**config.mk**
```make
export PLATFORM = sky130hd
export DESIGN_NAME = rhh_hash
export DESIGN_NICKNAME = d
export VERILOG_FILES = /design/src/rhh_pkg.sv /design/src/rhh_hash.sv
export SDC_FILE = /design/constraint.sdc
export NUM_CORES = 2
export LEC_CHECK = 0
export BUFFER_PORTS_ARGS = -buffer_cell sky130_fd_sc_hd__buf_2
export CAP_MARGIN = 0
export CORE_ASPECT_RATIO = 1.75
export CORE_MARGIN = 3
export CORE_UTILIZATION = 60
export CTS_CLUSTER_DIAMETER = 200
export DETAILED_ROUTE_END_ITERATION = 8
export GPL_TIMING_DRIVEN = 0
export HOLD_SLACK_MARGIN = 0.08
export PLACE_DENSITY = 0.77
export SETUP_SLACK_MARGIN = 0.5
export SLEW_MARGIN = 20
export SYNTH_ARGS = -nofsm -noshare
export SYNTH_HDL_FRONTEND = slang
export SYNTH_SLANG_ARGS = --single-unit
```
**constraint.sdc**
```tcl
create_clock -name i_clk -period 14.2 [get_ports i_clk]
set_input_delay 0.71 -clock i_clk [delete_from_list [all_inputs] [get_ports i_clk]]
set_output_delay 0.71 -clock i_clk [all_outputs]
set_load 0.1 [all_outputs]
```
**src/rhh_pkg.sv**
```systemverilog
package rhh_pkg;

    // Slot marks
    localparam logic [1:0] MARK_EMPTY = 2'd0;
    localparam logic [1:0] MARK_OCC   = 2'd1;
    localparam logic [1:0] MARK_TOMB  = 2'd2;

    // Actions
    localparam logic [1:0] ACT_INSERT = 2'd0;
    localparam logic [1:0] ACT_LOOKUP = 2'd1;
    localparam logic [1:0] ACT_ERASE  = 2'd2;

    // Result status codes
    localparam logic [2:0] ST_NEW      = 3'd0;
    localparam logic [2:0] ST_REPLACED = 3'd1;
    localparam logic [2:0] ST_FOUND    = 3'd2;
    localparam logic [2:0] ST_MISSING  = 3'd3;
    localparam logic [2:0] ST_ERASED   = 3'd4;
    localparam logic [2:0] ST_FULL     = 3'd5;

    // SplitMix64 constants
    localparam logic [63:0] MIX_ADD  = 64'h9e3779b97f4a7c15;
    localparam logic [63:0] MIX_MUL1 = 64'hbf58476d1ce4e5b9;
    localparam logic [63:0] MIX_MUL2 = 64'h94d049bb133111eb;

    localparam int unsigned MAX_USED_W     = 10;
    localparam logic [9:0]  MAX_USED_RESET = 10'd819;

    typedef struct packed {
        logic [1:0]  action;
        logic [63:0] key;
        logic [63:0] value_in;
    } t_in_item;

    typedef struct packed {
        logic [2:0]  status;
        logic [63:0] value_out;
    } t_out_item;

    typedef enum logic [2:0] {
        S_CLEAR, S_IDLE, S_HASH, S_READ, S_EVAL, S_RESP
    } t_state;

    typedef enum logic [2:0] {
        H_IDLE, H_PRE, H_MUL, H_FIN, H_DONE
    } t_hash_state;

endpackage

```
**src/rhh_hash.sv**
```systemverilog
// SplitMix64 on one shared 32x32 multiplier; the home slot is the low bits of
// the hash (CAPACITY is a power of two).
module rhh_hash import rhh_pkg::*; #(
    parameter int unsigned CAPACITY = 1024
) (
    input  logic                        i_clk,
    input  logic                        i_rst_n,
    input  logic                        i_start,
    input  logic [63:0]                 i_key,
    output logic                        o_done,
    output logic [$clog2(CAPACITY)-1:0] o_idx
);
    localparam int unsigned AW = $clog2(CAPACITY);

    t_hash_state r_state, n_state;
    logic [63:0] r_x, r_t, r_acc;
    logic [1:0]  r_step;
    logic        r_phase;

    logic [31:0] mul_a, mul_b;
    logic [63:0] prod;
    logic [63:0] mconst;

    // Shared multiplier operand selection (low 64 bits of a 64x64 product)
    always_comb begin
        mconst = r_phase ? MIX_MUL2 : MIX_MUL1;
        mul_a  = (r_step == 2'd2) ? r_t[63:32] : r_t[31:0];
        mul_b  = (r_step == 2'd1) ? mconst[63:32] : mconst[31:0];
        prod   = {32'd0, mul_a} * {32'd0, mul_b};
    end

    // Next state
    always_comb begin
        n_state = r_state;
        unique case (r_state)
            H_IDLE: if (i_start) n_state = H_PRE;
            H_PRE:  n_state = H_MUL;
            H_MUL: begin
                if (r_step == 2'd2) n_state = r_phase ? H_FIN : H_PRE;
            end
            H_FIN:  n_state = H_DONE;
            H_DONE: n_state = H_IDLE;
            default: n_state = H_IDLE;
        endcase
    end

    // Outputs
    always_comb begin
        o_done = (r_state == H_DONE);
        o_idx  = r_x[AW-1:0];
    end

    always_ff @(posedge i_clk) begin
        if (!i_rst_n) begin
            r_state <= H_IDLE;
        end else begin
            r_state <= n_state;
        end
    end

    // Datapath
    always_ff @(posedge i_clk) begin
        unique case (r_state)
            H_IDLE: begin
                r_x     <= i_key + MIX_ADD;
                r_phase <= 1'b0;
            end
            H_PRE: begin
                r_t    <= r_phase ? (r_acc ^ (r_acc >> 27)) : (r_x ^ (r_x >> 30));
                r_step <= 2'd0;
            end
            H_MUL: begin
                if (r_step == 2'd0) begin
                    r_acc <= prod;
                end else begin
                    r_acc[63:32] <= r_acc[63:32] + prod[31:0];
                end
                r_step <= r_step + 2'd1;
                if (r_step == 2'd2) r_phase <= 1'b1;
            end
            H_FIN: begin
                r_x <= r_acc ^ (r_acc >> 31);
            end
            H_DONE: ;
            default: ;
        endcase
    end

endmodule

```
Word-level counts from Yosys, hierarchy flattened. Index checks and enable logic that the tools add are counted. Widths: inputs -> output; s select.

Memory bits (read-only): 0. Output and inout port bits: 11. Word-level logic and storage cells: 43. RAM bits: 0. Bits in latches: 0. Register bits: 198. Memories: 0. Input port bits: 67.

Eq/ne operators: 8. Reductions and logical operators: 8. Magnitude comparators: 0. Add/sub/neg operators: 3. Mux-type cells: 13. Multiply operators: 1. Divide/modulo/power cells: 0. Shifts and indexed selects: 0. Bitwise logic cells: 3.

Operator list (number): $pmux 64 s2 (1); $mux 32 (3); $add 64x64->64 const B (1); $mul 32x32->64 (1); $mux 64 (1); $xor 64x33->64 (1); $xor 64x34->64 (1); $xor 64x37->64 (1); $mux 62 (1); $add 32x32->32 (1); $pmux 3 s4 (1); $eq 3x2->1 const B (2); $mux 3 (2); $reduce_and 2->1 (3); $reduce_bool 2->1 (3); $ne 2x2->1 const B (2); $pmux 2 s2 (1); $eq 3x1->1 const B (1); $eq 3x3->1 const B (1); $logic_not 3->1 (1); $add 2x1->2 const B (1); $eq 2x1->1 const B (1); $eq 2x2->1 const B (1); $logic_not 2->1 (1); other kinds (3) (3).

Longest topological paths before layout.
Word-level depth: 5. Mapped depth: 44. Gate-level depth less buffers: 41.

Worst setup path before layout. No wires, ideal clock.

Path type: reg-to-reg. Start point: reg r_step[0]. End point: reg r_acc[59] (data pin). Path buffers: 3. Arrival time: 9.897 ns. Setup time: 0.272 ns. Stages on the path, launching flop included: 39. Clock period less this slack: 10.169 ns. Slack: 4.031 ns. Required time: 13.928 ns. Cell sequence: edfxtp_1 inv_1 ha_1 clkbuf_1 buf_1 mux2i_1 inv_1 nand2_1 nor2_1 nor2_1 fa_1 inv_1 fa_1 inv_1 fa_1 fa_1 inv_1 fa_1 (+3 left out) fa_1 fa_1 ha_1 clkbuf_1 nand2_1 or3_1 nor3b_1 xnor2_1 ha_1 a21o_1 a21o_1 a21o_1 a21oi_1 o21ai_0 a21oi_1 xor2_1 nor2_1 or4_1.

Cells in the longest elaborated chain, start to end: 5. Elaborated cells between the ends (all ways): 8. Classes of those cells: add/sub (1); mul (1); eq/ne (2); mux (3); reduce/logical (1).

Ends and longest elaborated chain: start, declared (RTL line rhh_hash.sv:17) `logic [1:0] r_step;`; start signal, assigned (RTL line rhh_hash.sv:78) `r_step <= r_step + 2'd1;`; $eq 2x2->1 or $eq 2x1->1 (tied branches) (RTL line rhh_hash.sv:27, rhh_hash.sv:28); $mux 32 (on tied branches) (RTL line rhh_hash.sv:27, rhh_hash.sv:28); $mul 32x32->64 * (RTL line rhh_hash.sv:29) `prod = {32'd0, mul_a} * {32'd0, mul_b};`; net prod[22] (RTL line rhh_hash.sv:21) `logic [63:0] prod;`; $add 32x32->32 * (RTL line rhh_hash.sv:76) `r_acc[63:32] <= r_acc[63:32] + prod[31:0];`; $mux 32 * (RTL line rhh_hash.sv:73) `if (r_step == 2'd0) begin`; end signal, assigned (RTL line rhh_hash.sv:74) `r_acc <= prod;`; end signal, assigned (RTL line rhh_hash.sv:76); end, declared (RTL line rhh_hash.sv:16) `logic [63:0] r_x, r_t, r_acc;`.

Mark *: on every way through the listed nets, which the timed path passes. The rest lies on a longest branch. A chain may end at the register's enable or synchronous reset.

Worst setup path in the final report.
Start point: reg r_step[0]. End point: reg r_acc[63] (data pin).

The elaborated chain is that of the path after synthesis.

==> impl_summary.md <==
Global routing
The via count of the first global-routing pass came to 35200. The largest net degree at the start of global routing is 34. The wire length of the first global-routing pass is 244000 um. Global routing used 48.9% of the available tracks across all layers. The number of antenna violations at the first check in global routing is 19. For this run the aggregate overflow at the end of global routing stands at 0.

Setup path
The maximum cell stage delay along the critical path is 0.97 ns. STA classifies the critical path endpoint as a flip-flop. The data arrival time of the critical path is 13.86 ns. Of all nets on the critical path, the largest fanout is 9. The worst setup path is launched from a flip-flop. The most numerous cell type found on the critical path is sky130_fd_sc_hd__fa_1.

The launching element of the worst setup path is r_step[0]$_SDFFCE_PN0P_. The worst reg2reg path endpoint is r_acc[63]$_DFFE_PP_. The critical path is of the flip-flop to flip-flop type. Across all register-to-register paths, the minimum setup slack is 0.55 ns. The number of cells traversed by the worst register-to-register path is 38. The number of buffers and inverters on the critical path is 9. Data on the critical path is required at its endpoint by 14.41 ns. The kind of cell with the highest combined delay on the critical path is adder cells. The startpoint identified for the worst register-to-register timing path is r_step[0]$_SDFFCE_PN0P_. The slowest stage of the critical path is the sky130_fd_sc_hd__mux2i_4 cell.

Worst hold path
The worst hold path endpoint is r_state[2]$_SDFFE_PN0P_. The tightest min-delay check is of the input port to flip-flop type. In this run the most critical hold path is launched from i_rst_n. Counting instances, the worst hold path has a depth of 3.

Layout
Compared with the post-synthesis result, the final layout area differs by 6.15%. In the final design database the tool counted roughly 5600 nets. Once layout is complete, the cells apart from fillers number 5273. The multi-input logic area is between 0.03 and 0.04 mm^2. The top cell types in the final layout, fill and taps aside, are 1037 x sky130_fd_sc_hd__inv_1, 816 x sky130_fd_sc_hd__fa_1, 387 x sky130_fd_sc_hd__nor2_1. Cells with a size suffix above 1 make up 5.86% of the layout.

The final-layout fill cell count is 5813. The library cell used most frequently in the layout, excluding fill and tap cells, is sky130_fd_sc_hd__inv_1. Across the whole layout, storage elements account for 0.00592 mm^2.

CTS
The source-to-sink clock delay at the later pin of the worst-skew pair is 0.52 ns. The H-tree was split into 4 levels. No sink is reached through more buffers than the 3 on the longest clock path. After clock tree synthesis, the clock-pin slew on the worst setup and hold paths is 0.06 ns. The clock root buffer is sky130_fd_sc_hd__clkbuf_16. The clock sink count is 198. Buffers inserted to repair hold after CTS numbered 0.

TritonCTS created 25 clock buffers. TritonCTS built the clock tree.

Placed design
The detailed placer's ending HPWL is 144000 um. Once placement completed, the tool counted placed cells totaling 5233. The placer congestion estimate is ~1.1.

Input and output buffers added on the ports amount to 74. The worst-case setup slack after placement is 0.959 ns.

STA
The transition at the pin with the smallest max-transition slack is 1.30 ns. The setup TNS is 0 ns. Derived from the worst setup path, the maximum achievable clock frequency is 73.3 MHz. Setup repair after global routing left no endpoint under its margin. Once routing completed, OpenROAD measured the worst setup slack at 0.549 ns. The minimum period implied by the final worst setup slack is 13.65 ns. The post-route fraction of the period consumed by the critical path is 96.1%. The final worst hold slack is 0.475 ns. Measured against its own limit, the worst slew margin works out to 12.8%. The final number of hold-violating endpoints is 0. The final setup violation count is 0. The final max-slew violation count is 0.

The setup skew after layout is 0.0167 ns.

Floorplanning
The horizontal die dimension is 204 um. The count of standard-cell rows is 126. The initial core utilization is 60.9%.

The count of boundary I/O pins is 78. The floorplan die height is between 300 and 400 um. The die covers between 0.07 and 0.08 mm^2. The core region is ~0.068 mm^2.

Route
The wire length per cell is 32.6 um. The number of iterations in the first detailed-routing pass is 6. After detailed routing, the number of remaining DRC violations is 0. The starting DRC count in detailed routing is 3333.

Across all layers, the routed design uses approximately 33000 vias. Dividing the detail-routed via count by the number of cells gives 6.19. In this run the remaining antenna-violating nets after routing total 0. Wires add up to 172000 um.

Outcome
The run finished with clean final reports.

Flow run
Across the run, the number of max-cap violations was 0.

Logic synthesis
Summing the sequential cell areas from Yosys gives ~14% of the chip area. The per-instance average area after synthesis is around 9.7 um^2. Counting every net in the synthesized netlist gives between 5000 and 6000. The count of warnings emitted by yosys is 0.

The synthesized flop and latch total is 198. The count of different cell masters after synthesis is between 80 and 90. Summing every instance area after synthesis gives 0.0413 mm^2. The most used flip-flop cell after synthesis is sky130_fd_sc_hd__edfxtp_1. The proportion of register bits with asynchronous set or reset after synthesis is 0%. Synthesis produced a netlist whose cell count is 4249.

The number of enable-type register cells in the synthesized netlist is 195.
worst register-to-register path: cells and delay by family (launching register included):
family	cells	cell delay [ns]
multiplexers	2	1.09
flip-flops	1	0.47
buffers and inverters	9	2.09
AO/OA/AOI/OAI	7	1.69
AND/OR/NAND/NOR	7	2.30
adder cells (fa/ha/maj)	11	4.59
XOR/XNOR	2	1.14
cell usage after synthesis, types with 22 or more instances:
library cell	instances	area share, %
sky130_fd_sc_hd__fa_1	816	40
sky130_fd_sc_hd__o21ai_0	125	1.5
sky130_fd_sc_hd__inv_1	1038	9.4
sky130_fd_sc_hd__mux2_2	49	1.3
sky130_fd_sc_hd__buf_1	23	0.21
sky130_fd_sc_hd__nor3_1	22	0.27
sky130_fd_sc_hd__nand3_1	30	0.36
sky130_fd_sc_hd__nand2b_1	26	0.39
sky130_fd_sc_hd__clkbuf_1	85	0.77
sky130_fd_sc_hd__xnor2_1	128	2.7
sky130_fd_sc_hd__ha_1	372	11
sky130_fd_sc_hd__edfxtp_1	195	14
sky130_fd_sc_hd__a21oi_1	192	2.3
sky130_fd_sc_hd__xor2_1	119	2.5
sky130_fd_sc_hd__nand2_1	268	2.4
sky130_fd_sc_hd__nor2_1	389	3.5
sky130_fd_sc_hd__a21o_1	45	0.82
worst max-delay path by stage:
stage                          endpoint  slack, ns  cells past startpoint
floorplan           r_acc[59]$_DFFE_PP_       4.03                     38
global placement    r_acc[59]$_DFFE_PP_       0.11                     35
detailed placement  r_acc[59]$_DFFE_PP_       0.96                     32
CTS                 r_acc[63]$_DFFE_PP_       0.86                     32
global route        r_acc[59]$_DFFE_PP_       0.52                     40
finish              r_acc[63]$_DFFE_PP_       0.55                     38
repair_timing:
action | 4_1_cts | 5_1_grt
hold endpoints to repair | 0 | 0
endpoints found under the setup margin | 0 | 3
gates resized for setup | 0 | 2
setup buffers | 0 | 0
cell type report:
type,instances,share of cell area [%]
Multi-Input combinational cell,2888,70.9
Timing Repair Buffer,88,1.21
Inverter,1041,8.92
Clock buffer,27,1.45
Clock inverter,6,0.257
Sequential cell,198,13.5
Tap cell,896,2.56
Antenna cell,7,0.0400
Buffer,122,1.19
layer usage:
metal	routed length [um]	global-route usage [%]	vias to the layer above
li1	-	-	13400
met1	49900	47.9	16000
met2	78800	76.4	2130
met3	17200	16.1	1015
met4	25700	53.7	22
met5	175	0	-
state kept, by name, indices dropped and copies added (netlist names):
signal,flops
r_acc,64
r_x,64
r_t,64
r_step,2
r_phase,1
r_state,3
logic make-up after synthesis:
family          synth area share, %
fa+ha+maj                      50.9
buf+inv                        10.7
simple gates                   8.83
compound gates                 8.15
xor+xnor                       5.30
flops                          14.3
mux                            1.82
stage by stage:
stage | area (um^2) | utilization (%)
floorplan | 41300 | -
global placement | 42700 | 63.1
detailed placement | 43000 | 63.4
CTS | 43700 | 64.5
global route | 43800 | 64.6
finish | 43800 | 64.6
Power is left out: the tool's default activity adds up to more than one toggle a clock period on the data nets, which glitch-free logic cannot reach.
